===== src/hdl/eod_pkg.sv =====
// Shared constants, types and state codes for the energy onset detector.
// No dependencies; imported by every module of the block.
package eod_pkg;

	localparam int HOP_LEN    = 128;
	localparam int WINDOW_LEN = 1024;
	localparam int RING_LEN   = 2048;

	localparam int HOP_W    = $clog2(HOP_LEN);
	localparam int POS_W    = $clog2(RING_LEN);
	localparam int PEND_W   = $clog2(WINDOW_LEN);
	localparam int ENERGY_W = 31 + HOP_W;

	localparam int PEND_INIT_I = (WINDOW_LEN > 2 * HOP_LEN) ? (WINDOW_LEN - 2 * HOP_LEN) : 1;
	localparam logic [PEND_W-1:0] PEND_INIT = PEND_W'(PEND_INIT_I);
	localparam logic [POS_W-1:0]  ONSET_BACK = POS_W'(2 * HOP_LEN);

	localparam int SAMPLE_W = 16;
	localparam int LEVEL_W  = 15;
	localparam int CFG_W    = 16;

	localparam int MUL_A_W = 17;
	localparam int MUL_B_W = 16;
	localparam int MUL_P_W = MUL_A_W + MUL_B_W;

	localparam int ROOT_W = 16;
	localparam int RAD_W  = 2 * ROOT_W;

	localparam logic [16:0] FLOOR_MIN = 17'd196;
	localparam logic [8:0]  SENS_MAX  = 9'd256;
	localparam logic [8:0]  ABS_Q8    = 9'd409;
	localparam logic [9:0]  REL_Q8    = 10'd563;
	localparam logic [8:0]  REL_SLOPE = 9'd307;
	localparam logic [15:0] ENV_KEEP  = 16'd27852;
	localparam logic [15:0] ENV_NEW   = 16'd4915;

	typedef enum logic [1:0] {
		REG_ENABLE      = 2'd0,
		REG_SENSITIVITY = 2'd1,
		REG_NOISE_FLOOR = 2'd2,
		REG_HOLDOFF     = 2'd3
	} reg_index_t;

	typedef enum logic [9:0] {
		ST_IDLE = 10'b00_0000_0001,
		ST_SQ   = 10'b00_0000_0010,
		ST_ACC  = 10'b00_0000_0100,
		ST_SQRT = 10'b00_0000_1000,
		ST_T1   = 10'b00_0001_0000,
		ST_T2   = 10'b00_0010_0000,
		ST_T3   = 10'b00_0100_0000,
		ST_E1   = 10'b00_1000_0000,
		ST_E2   = 10'b01_0000_0000,
		ST_FIN  = 10'b10_0000_0000
	} state_t;

	typedef struct packed {
		logic [MUL_A_W-1:0] a;
		logic [MUL_B_W-1:0] b;
	} mul_op_t;

	typedef struct packed {
		logic busy;
		logic done;
	} sqrt_status_t;

endpackage


===== src/hdl/eod_mul.sv =====
// Shared unsigned multiplier with registered product.
// Depends on eod_pkg for operand widths and the operand struct.
module eod_mul (
	input  logic                    clk,
	input  eod_pkg::mul_op_t        op,
	output logic [eod_pkg::MUL_P_W-1:0] prod
);
	import eod_pkg::*;

	logic [MUL_P_W-1:0] prod_q;

	always_ff @(posedge clk) begin
		prod_q <= MUL_P_W'(op.a) * MUL_P_W'(op.b);
	end

	assign prod = prod_q;

endmodule


===== src/hdl/eod_isqrt.sv =====
// Bit-serial integer square root, one result bit per cycle.
// Depends on eod_pkg for widths and the status struct.
module eod_isqrt (
	input  logic                       clk,
	input  logic                       arst_n,
	input  logic                       start,
	input  logic [eod_pkg::RAD_W-1:0]  radicand,
	output eod_pkg::sqrt_status_t      status,
	output logic [eod_pkg::ROOT_W-1:0] root
);
	import eod_pkg::*;

	localparam int REM_W = ROOT_W + 4;
	localparam int CNT_W = $clog2(ROOT_W);

	logic [RAD_W-1:0]  rad_q;
	logic [REM_W-1:0]  rem_q;
	logic [ROOT_W-1:0] root_q;
	logic [CNT_W-1:0]  cnt_q;
	logic              busy_q;
	logic              done_q;

	logic [REM_W-1:0] rem_sh;
	logic [REM_W-1:0] trial;
	logic             fits;

	always_comb begin
		rem_sh = {rem_q[REM_W-3:0], rad_q[RAD_W-1 -: 2]};
		trial  = REM_W'({root_q, 2'b01});
		fits   = rem_sh >= trial;
	end

	always_ff @(posedge clk or negedge arst_n) begin
		if (!arst_n) begin
			busy_q <= 1'b0;
			done_q <= 1'b0;
			cnt_q  <= '0;
		end else if (start) begin
			busy_q <= 1'b1;
			done_q <= 1'b0;
			cnt_q  <= '0;
		end else if (busy_q) begin
			cnt_q <= cnt_q + 1'b1;
			if (cnt_q == CNT_W'(ROOT_W - 1)) begin
				busy_q <= 1'b0;
				done_q <= 1'b1;
			end
		end else begin
			done_q <= 1'b0;
		end
	end

	always_ff @(posedge clk) begin
		if (start) begin
			rad_q  <= radicand;
			rem_q  <= '0;
			root_q <= '0;
		end else if (busy_q) begin
			rad_q  <= {rad_q[RAD_W-3:0], 2'b00};
			rem_q  <= fits ? (rem_sh - trial) : rem_sh;
			root_q <= {root_q[ROOT_W-2:0], fits};
		end
	end

	assign status.busy = busy_q;
	assign status.done = done_q;
	assign root        = root_q;

endmodule


===== src/hdl/energy_onset_detector.sv =====
// Energy onset detector: sequencer, detection state and output register.
// Each sample passes IDLE, SQ, ACC and FIN; a sample that closes a hop also passes
// SQRT, T1, T2, T3, E1 and E2, waiting in SQRT on the 16-step square root.
// One sample is in work at a time; s_tready is low until the sequencer returns
// to IDLE, and FIN holds while the output word waits for m_tready.
// arst_n clears all detection state and loads the register defaults.
// Depends on eod_pkg, eod_mul and eod_isqrt.
module energy_onset_detector (
	input  logic        clk,
	input  logic        arst_n,
	input  logic        s_tvalid,
	output logic        s_tready,
	input  logic [15:0] s_tdata,   // [15:0] sample
	output logic        m_tvalid,
	input  logic        m_tready,
	output logic [31:0] m_tdata,   // [14:0] level, [25:15] window_start, [31:26] zero
	output logic [2:0]  m_tuser,   // [0] hop_done, [1] onset, [2] window_ready
	input  logic        cfg_we,
	input  logic [1:0]  cfg_index,
	input  logic [eod_pkg::CFG_W-1:0] cfg_data
);
	import eod_pkg::*;

	state_t state_q;

	logic                en_q;
	logic [8:0]          sens_q;
	logic [14:0]         noise_q;
	logic [15:0]         holdcfg_q;

	logic [SAMPLE_W-1:0] mag_q;
	logic [ENERGY_W-1:0] energy_q;
	logic [POS_W-1:0]    wpos_q;
	logic [HOP_W-1:0]    fill_q;
	logic [LEVEL_W-1:0]  env_q;
	logic [15:0]         hold_q;
	logic [PEND_W-1:0]   pend_q;
	logic                pact_q;
	logic [POS_W-1:0]    ostart_q;

	logic [LEVEL_W-1:0]  rms_q;
	logic                abs_ok_q;
	logic [MUL_P_W-1:0]  env_part_q;

	logic                hop_q;
	logic                onset_q;
	logic                ready_q;
	logic [POS_W-1:0]    wstart_q;

	logic                out_valid_q;
	logic [LEVEL_W-1:0]  out_level_q;
	logic [POS_W-1:0]    out_wstart_q;
	logic [2:0]          out_flags_q;

	mul_op_t             mop;
	logic [MUL_P_W-1:0]  prod;
	sqrt_status_t        sq_st;
	logic [ROOT_W-1:0]   sq_root;
	logic                sq_start;
	logic [RAD_W-1:0]    sq_in;

	logic                take;
	logic [SAMPLE_W-1:0] mag;
	logic [ENERGY_W-1:0] energy_sum;
	logic                hop_end;
	logic [PEND_W-1:0]   pend_dec;
	logic [8:0]          sens_cl;
	logic [16:0]         noise3;
	logic [16:0]         flr;
	logic [8:0]          abs_fac;
	logic [17:0]         slope_prod;
	logic [9:0]          ratio;
	logic [MUL_P_W-1:0]  lhs;
	logic                out_free;
	logic [MUL_P_W-1:0]  env_sum;

	assign s_tready = (state_q == ST_IDLE);
	assign take     = s_tvalid && s_tready;
	assign out_free = !out_valid_q || m_tready;

	always_comb begin
		mag        = s_tdata[15] ? SAMPLE_W'(~s_tdata + 1'b1) : s_tdata;
		energy_sum = energy_q + ENERGY_W'(prod);
		hop_end    = (fill_q == HOP_W'(HOP_LEN - 1));
		pend_dec   = (pend_q != '0) ? pend_q - 1'b1 : pend_q;
		sq_start   = (state_q == ST_ACC) && hop_end;
		sq_in      = RAD_W'(energy_sum >> HOP_W);
		sens_cl    = (sens_q > SENS_MAX) ? SENS_MAX : sens_q;
		noise3     = {1'b0, noise_q, 1'b0} + 17'(noise_q);
		flr        = (noise3 < FLOOR_MIN) ? FLOOR_MIN : noise3;
		abs_fac    = ABS_Q8 - sens_cl;
		slope_prod = 18'(sens_cl) * 18'(REL_SLOPE);
		ratio      = REL_Q8 - slope_prod[17:8];
		lhs        = MUL_P_W'({rms_q, 8'b0});
		env_sum    = env_part_q + prod;
	end

	always_comb begin
		mop = '0;
		unique case (state_q)
			ST_SQ: begin
				mop.a = MUL_A_W'(mag_q);
				mop.b = mag_q;
			end
			ST_T1: begin
				mop.a = flr;
				mop.b = MUL_B_W'(abs_fac);
			end
			ST_T2: begin
				mop.a = MUL_A_W'(env_q);
				mop.b = MUL_B_W'(ratio);
			end
			ST_T3: begin
				mop.a = MUL_A_W'(env_q);
				mop.b = ENV_KEEP;
			end
			ST_E1: begin
				mop.a = MUL_A_W'(rms_q);
				mop.b = ENV_NEW;
			end
			default: mop = '0;
		endcase
	end

	eod_mul u_mul (
		.clk  (clk),
		.op   (mop),
		.prod (prod)
	);

	eod_isqrt u_isqrt (
		.clk      (clk),
		.arst_n   (arst_n),
		.start    (sq_start),
		.radicand (sq_in),
		.status   (sq_st),
		.root     (sq_root)
	);

	always_ff @(posedge clk or negedge arst_n) begin
		if (!arst_n) begin
			en_q      <= 1'b0;
			sens_q    <= 9'd128;
			noise_q   <= '0;
			holdcfg_q <= 16'd25;
		end else if (cfg_we) begin
			unique case (reg_index_t'(cfg_index))
				REG_ENABLE:      en_q      <= cfg_data[0];
				REG_SENSITIVITY: sens_q    <= cfg_data[8:0];
				REG_NOISE_FLOOR: noise_q   <= cfg_data[14:0];
				REG_HOLDOFF:     holdcfg_q <= cfg_data[15:0];
				default: ;
			endcase
		end
	end

	always_ff @(posedge clk or negedge arst_n) begin
		if (!arst_n) begin
			state_q  <= ST_IDLE;
			energy_q <= '0;
			wpos_q   <= '0;
			fill_q   <= '0;
			env_q    <= '0;
			hold_q   <= '0;
			pend_q   <= '0;
			pact_q   <= 1'b0;
			ostart_q <= '0;
			hop_q    <= 1'b0;
			onset_q  <= 1'b0;
			ready_q  <= 1'b0;
			wstart_q <= '0;
		end else begin
			unique case (state_q)
				ST_IDLE: begin
					if (take) begin
						hop_q    <= 1'b0;
						onset_q  <= 1'b0;
						ready_q  <= 1'b0;
						wstart_q <= '0;
						state_q  <= ST_SQ;
					end
				end
				ST_SQ: state_q <= ST_ACC;
				ST_ACC: begin
					wpos_q <= wpos_q + 1'b1;
					if (pact_q) begin
						pend_q <= pend_dec;
						if (pend_dec == '0) begin
							pact_q   <= 1'b0;
							ready_q  <= 1'b1;
							wstart_q <= ostart_q;
						end
					end
					if (hop_end) begin
						fill_q   <= '0;
						energy_q <= '0;
						hop_q    <= 1'b1;
						if (hold_q != '0) hold_q <= hold_q - 1'b1;
						state_q  <= ST_SQRT;
					end else begin
						fill_q   <= fill_q + 1'b1;
						energy_q <= energy_sum;
						state_q  <= ST_FIN;
					end
				end
				ST_SQRT: if (sq_st.done) state_q <= ST_T1;
				ST_T1: state_q <= ST_T2;
				ST_T2: state_q <= ST_T3;
				ST_T3: begin
					if (en_q && hold_q == '0 && !pact_q && abs_ok_q && lhs > prod) begin
						onset_q  <= 1'b1;
						ostart_q <= wpos_q - ONSET_BACK;
						pend_q   <= PEND_INIT;
						pact_q   <= 1'b1;
						hold_q   <= holdcfg_q;
					end
					state_q <= ST_E1;
				end
				ST_E1: state_q <= ST_E2;
				ST_E2: begin
					env_q   <= env_sum[LEVEL_W+14:15];
					state_q <= ST_FIN;
				end
				ST_FIN: if (out_free) state_q <= ST_IDLE;
				default: state_q <= ST_IDLE;
			endcase
		end
	end

	always_ff @(posedge clk) begin
		if (take) mag_q <= mag;
		if (state_q == ST_SQRT && sq_st.done) begin
			rms_q <= sq_root[ROOT_W-1] ? '1 : sq_root[LEVEL_W-1:0];
		end
		if (state_q == ST_T2) abs_ok_q <= lhs > prod;
		if (state_q == ST_E1) env_part_q <= prod;
	end

	always_ff @(posedge clk or negedge arst_n) begin
		if (!arst_n) begin
			out_valid_q <= 1'b0;
		end else if (state_q == ST_FIN && out_free) begin
			out_valid_q <= 1'b1;
		end else if (m_tready) begin
			out_valid_q <= 1'b0;
		end
	end

	always_ff @(posedge clk) begin
		if (state_q == ST_FIN && out_free) begin
			out_level_q  <= hop_q ? rms_q : '0;
			out_wstart_q <= wstart_q;
			out_flags_q  <= {ready_q, onset_q, hop_q};
		end
	end

	assign m_tvalid = out_valid_q;
	assign m_tdata  = 32'({out_wstart_q, out_level_q});
	assign m_tuser  = out_flags_q;

`ifndef SYNTH
	a_onehot_state: assert property (@(posedge clk) disable iff (!arst_n)
		$onehot(state_q))
		else $error("sequencer state not one-hot");

	a_sqrt_done_in_wait: assert property (@(posedge clk) disable iff (!arst_n)
		sq_st.done |-> state_q == ST_SQRT)
		else $error("square root finished outside its wait state");

	a_pending_nonzero: assert property (@(posedge clk) disable iff (!arst_n)
		pact_q |-> pend_q != '0)
		else $error("pending window active with an expired countdown");

	a_onset_on_hop: assert property (@(posedge clk) disable iff (!arst_n)
		m_tvalid && m_tuser[1] |-> m_tuser[0])
		else $error("onset reported on a word that closed no hop");

	a_sqrt_only_at_hop: assert property (@(posedge clk) disable iff (!arst_n)
		sq_start |=> sq_st.busy && hop_q)
		else $error("square root started without a closing hop");
`endif

endmodule

===== config.mk =====
export PLATFORM = sky130hd
export DESIGN_NAME = energy_onset_detector
export DESIGN_NICKNAME = d
export VERILOG_FILES = /design/src/hdl/eod_pkg.sv /design/src/hdl/eod_mul.sv /design/src/hdl/eod_isqrt.sv /design/src/hdl/energy_onset_detector.sv
export SDC_FILE = /design/constraint.sdc
export NUM_CORES = 2
export LEC_CHECK = 0
export ABC_AREA = 1
export BUFFER_PORTS_ARGS = -buffer_cell sky130_fd_sc_hd__buf_2
export CAP_MARGIN = 20
export CORE_ASPECT_RATIO = 2
export CORE_UTILIZATION = 65
export DETAILED_ROUTE_END_ITERATION = 12
export PLACE_DENSITY = 0.89
export SYNTH_ARGS = -nofsm -noshare
export SYNTH_HDL_FRONTEND = slang
export SYNTH_HIERARCHICAL = 1
export SYNTH_SLANG_ARGS = --single-unit

===== constraint.sdc =====
create_clock -name clk -period 9.9 [get_ports clk]
set_input_delay 1.98 -clock clk [delete_from_list [all_inputs] [get_ports clk]]
set_output_delay 1.98 -clock clk [all_outputs]
set_load 0.01 [all_outputs]

# After elaboration in Yosys (flattened, before gate mapping)
# Index checks and enable logic that the tools add are counted.
# totals
ram_bits,0
ff_bits,371
mem_count,0
elab_cells,158
rom_bits,0
latchBits,0
# op_classes
n_bitwise,1
add_sub_neg,13
div_mod_pow,0
mux,47
shifts,0
eq_ne,24
order_cmp,4
multipliers,2
reduce_logical,33
# ops
cell,count
one-hot mux 33 bit (5 select lines),1
one-hot mux 10 bit (10 select lines),1
two-way mux 10 bit,7
two-way mux 31 bit,2
two-way mux 16 bit,3
adder 38 x 33 -> 38 bit,1
two-way mux 38 bit,1
greater-than comparator 23 x 33 -> 1 bit,1
multiplier 17 x 16 -> 33 bit,1
two-way mux 11 bit,3
one-hot mux 16 bit (2 select lines),1
adder 30 bit,1
one-hot mux 11 bit (2 select lines),1
>= comparator 20 x 18 -> 1 bit,1
one-hot mux 10 bit (2 select lines),1
multiplier 9 x 9 -> 18 bit (second input constant),1
two-way mux 18 bit,1
subtractor 18 bit,1
adder 16 x 15 -> 17 bit,1
< comparator 17 x 8 -> 1 bit (second input constant),1
two-way mux 17 bit,1
adder 16 x 1 -> 16 bit (second input constant),1
logical NOT 16 bit,1
NOT 16 bit,1
43 further kinds,89

# Longest topological paths before layout
# logic_depth
word_depth,7
ltp_mapped,55
depth_no_buf,53

# Modules after synthesis
# Netlist, hierarchy kept.
# modules_own_cells
module,seq_area_each_um2,cells_each,area_per_inst_um2,instances
energy_onset_detector,7118.1,2658,19498.7,1
eod_mul,660.6,1452,10502.6,1
eod_isqrt,1791.7,568,4172.8,1

# Least setup slack after synthesis
# Ideal clock, no wire load.
# synth_path
path_kind,flip-flop to flip-flop
startpoint,register sens_q[5]
endpoint,register u_mul.prod_q[30] (netlist: u_mul/prod[30])
setup_time_ns,0.112
stages_incl_launch_ff,47
t_arrival_ns,8.969
path_slack_ns,0.819
synth_period_minus_slack_ns,9.081
required_time_ns,9.788
n_path_buf,2
cell_sequence,dfrtp_1 -> nor2_1 -> nand2_1 -> o21ai_0 -> nand2_1 -> ha_1 -> ha_1 -> fa_1 -> inv_1 -> fa_1 -> inv_1 -> ha_1 -> a21oi_1 -> nand2_1 -> inv_1 -> nand2_1 -> nand2_1 -> nand2_1 -> [11 not listed] -> fa_1 -> inv_1 -> fa_1 -> fa_1 -> fa_1 -> fa_1 -> inv_1 -> fa_1 -> inv_1 -> ha_1 -> nand2_1 -> inv_1 -> a21oi_1 -> nand2_1 -> a21oi_1 -> nand2_1 -> nand2_1 -> nand2_1
# synth_rtl
element,line_no,source
from (decl),energy_onset_detector.sv:27,logic [8:0] sens_q;
from (signal assigned),energy_onset_detector.sv:149,REG_SENSITIVITY: sens_q <= cfg_data[8:0];
to (signal assigned),eod_mul.sv:13,prod_q <= MUL_P_W'(op.a) * MUL_P_W'(op.b);
to (decl),eod_mul.sv:10,logic [MUL_P_W-1:0] prod_q;

==> impl_results.md <==
* Vias in the first global route at 32.1k
* Drt via density at around 5.8
* Class of the worst hold path: reg2reg
* Syn_area_per_cell at between 7 and 8 sq um
* FILL cells at about 4.2k
* Placed Cells at about 5.3k
* Top Usage Layer GRT: met2
* CP Data Arrival Time at approximately 10 ns
* Hold buffers post-CTS at 0
* Worst slew margin relative to its limit at 0.243
* Status: completed
* Final nets at 5258
* Syn Std Cell Area at approximately 34000 sq um
* Fmax at around 0.11 GHz
* Met2 Usage GRT at 0.714
* Met3 usage at 0.0675
* Worst-margin pin slew at between 1 and 1.5 ns
* Total global routing overflow at 0
* Floorplan row count at about 120
* H-tree Lvls at 2
* First-pass GRT wire length at around 170000 microns
* Slew Limit Fails at 0
* Synth warn at 6
* Die area at roughly 54000 sq um
* Min Clock Period, post-route at roughly 9.5 ns
* CTS tree: built
* Clock transition at path regs at approximately 0.070 ns
* CP Max Fanout at 15
* Remaining DRCs at 0
* Crit-path most repeated cell: inv_1
* Initial antenna violation count at 2
* Chip height at 326 microns
* Routed wire per std cell at about 20 microns
* Critical Path RT at 10.34 ns
* Clk root buf: clkbuf_16
* Crit Path Class: reg2reg
* Clk Latency, worst-skew pair at just under 0.6 ns
* Number of max-cap violations at 0
* Family with the most delay on the worst path: adder cells
* Clk sinks at between 300 and 400
* Io pins at 76
* Proportion of layout cells with a drive suffix above 1 at 0.0705
* CP peak stage delay at between 0.5 and 0.6 ns
* Num CTS Buffers at 38
* Buf+Inv Stages, Crit Path at 14
* Power Dens Cells at 149 nW/um^2
* Drt first pass iters at 6
* Worst IR Drop VDD at ~0.19 mV
* Total track usage at 0.408
* Final period util at 0.956
* Post-route ant nets at 0
* Longest Clk Path Bufs at 3
* CP max-delay cell: fa_1
* Total wire length after detailed routing at ~110000 microns
* FF/Latch Area at approximately 9600 sq um
* Area of the multi-input gates at between 20000 and 25000 sq um
* Via count at approximately 31k
* Leakage power at 20.3 nW
* Startpoint types: flop
* Initial Util at 0.659
* Critical path capture point type: flop
* RD Place Congestion at between 1 and 1.5
* Initial DRC count at ~2.2k
* Fin. Hold Viols at 0
* Port Buffers at just under 70
* Count of final setup violators at 0
* Die X at approximately 160 microns
* WHS at 0.447 ns
* Final cell count without fillers at about 5.4k
* P&R area growth vs syn at 7.53%
* Worst clock skew at 0.0223 ns
* Global Route met1 Usage at 0.393
* Cell count after synthesis at approximately 4.7k
* Final HPWL DP at between 80000 and 90000 microns
* Largest net degree at the start of global routing at about 100
* Core Footprint at between 50000 and 60000 sq um
-- state kept, by name (all words and copies together) (netlist names), 3 cells and up --
signal         flops
energy_q          38
u_mul/prod        33
u_isqrt/rad_q     32
env_part_q        30
u_isqrt/rem_q     18
hold_q            16
holdcfg_q         16
mag_q             16
u_isqrt/root      16
env_q             15
noise_q           15
out_level_q       15
rms_q             15
ostart_q          11
out_wstart_q      11
wpos_q            11
wstart_q          11
pend_q            10
state_q           10
sens_q             9
fill_q             7
u_isqrt/cnt_q      4
m_tuser            3
-- final cells by class --
class,count,share of cell area
inverters,913,0.0933
multi-input cells,3261,0.564
repair buffers,139,0.0258
clock buffers,45,0.0280
flip-flops and latches,371,0.261
diodes,2,0.000136
well taps,660,0.0225
clock inverters,25,0.00579
-- metal layers --
| metal | vias up | wire length, microns |
|---|---|---|
| met5 | - | 0 |
| met4 | 0 | 12300 |
| met3 | 626 | 6580 |
| met2 | 1396 | 53600 |
| met1 | 14600 | 34400 |
| li1 | 14600 | - |
-- final timing paths --
| path | start | endpoint | slack [ns] | cells past startpoint |
|---|---|---|---|---|
| worst max-delay path | sens_q[1] | u_mul/prod[14] | 0.43 | 44 |
| worst min-delay path | wstart_q[0] | out_wstart_q[0] | 0.45 | 0 |
| worst max register to register | sens_q[1] | u_mul/prod[14] | 0.43 | 44 |
| worst min register to register | wstart_q[0] | out_wstart_q[0] | 0.45 | 0 |
| max in group asynchronous | arst_n | state_q[0] | 7.18 | 3 |
| min in group asynchronous | arst_n | hold_q[14] | 1.50 | 1 |
-- cells in the final DEF, fill, tap and decap left out, types with 22 or more instances in the layout --
master	n
a21oi_1	143
buf_2	68
buf_4	63
clkbuf_16	39
dfrtp_1	175
dfxtp_1	67
edfxtp_1	123
fa_1	225
ha_1	264
inv_1	899
nand2_1	1463
nand2_2	36
nand3_1	214
nand3b_1	38
nand4_1	71
nor2_1	286
nor3_1	48
o21ai_0	146
or2_2	22
xnor2_1	32
xor2_1	67
-- where the power goes --
part           switching [mW]  total [mW]  internal (mW)
Sequential              0.152        1.88           1.73
Clock                   0.699        1.47          0.771
Combinational            1.43        2.13          0.700
Total                    2.28        5.48           3.20
-- through the flow --
step                      instance area (sq um)  TNS, ns  setup slack, ns  total power [mW]  utilization
after floorplan                           34200        0            0.819              3.27            -
after global placement                    35300        0            0.332              3.89        0.682
after detailed placement                  35300        0            0.257              3.93        0.682
after CTS                                 36600        0            0.200              5.39        0.706
after global routing                      36700  -0.0582          -0.0452              5.77        0.709
final                                     36700        0            0.434              5.48        0.709
-- what timing repair did --
action | in CTS | in global routing
setup buffers | 0 | 3
endpoints found under the setup margin | 0 | 21
resized for setup | 0 | 28
No activity file was read; power rests on OpenSTA's default activity.
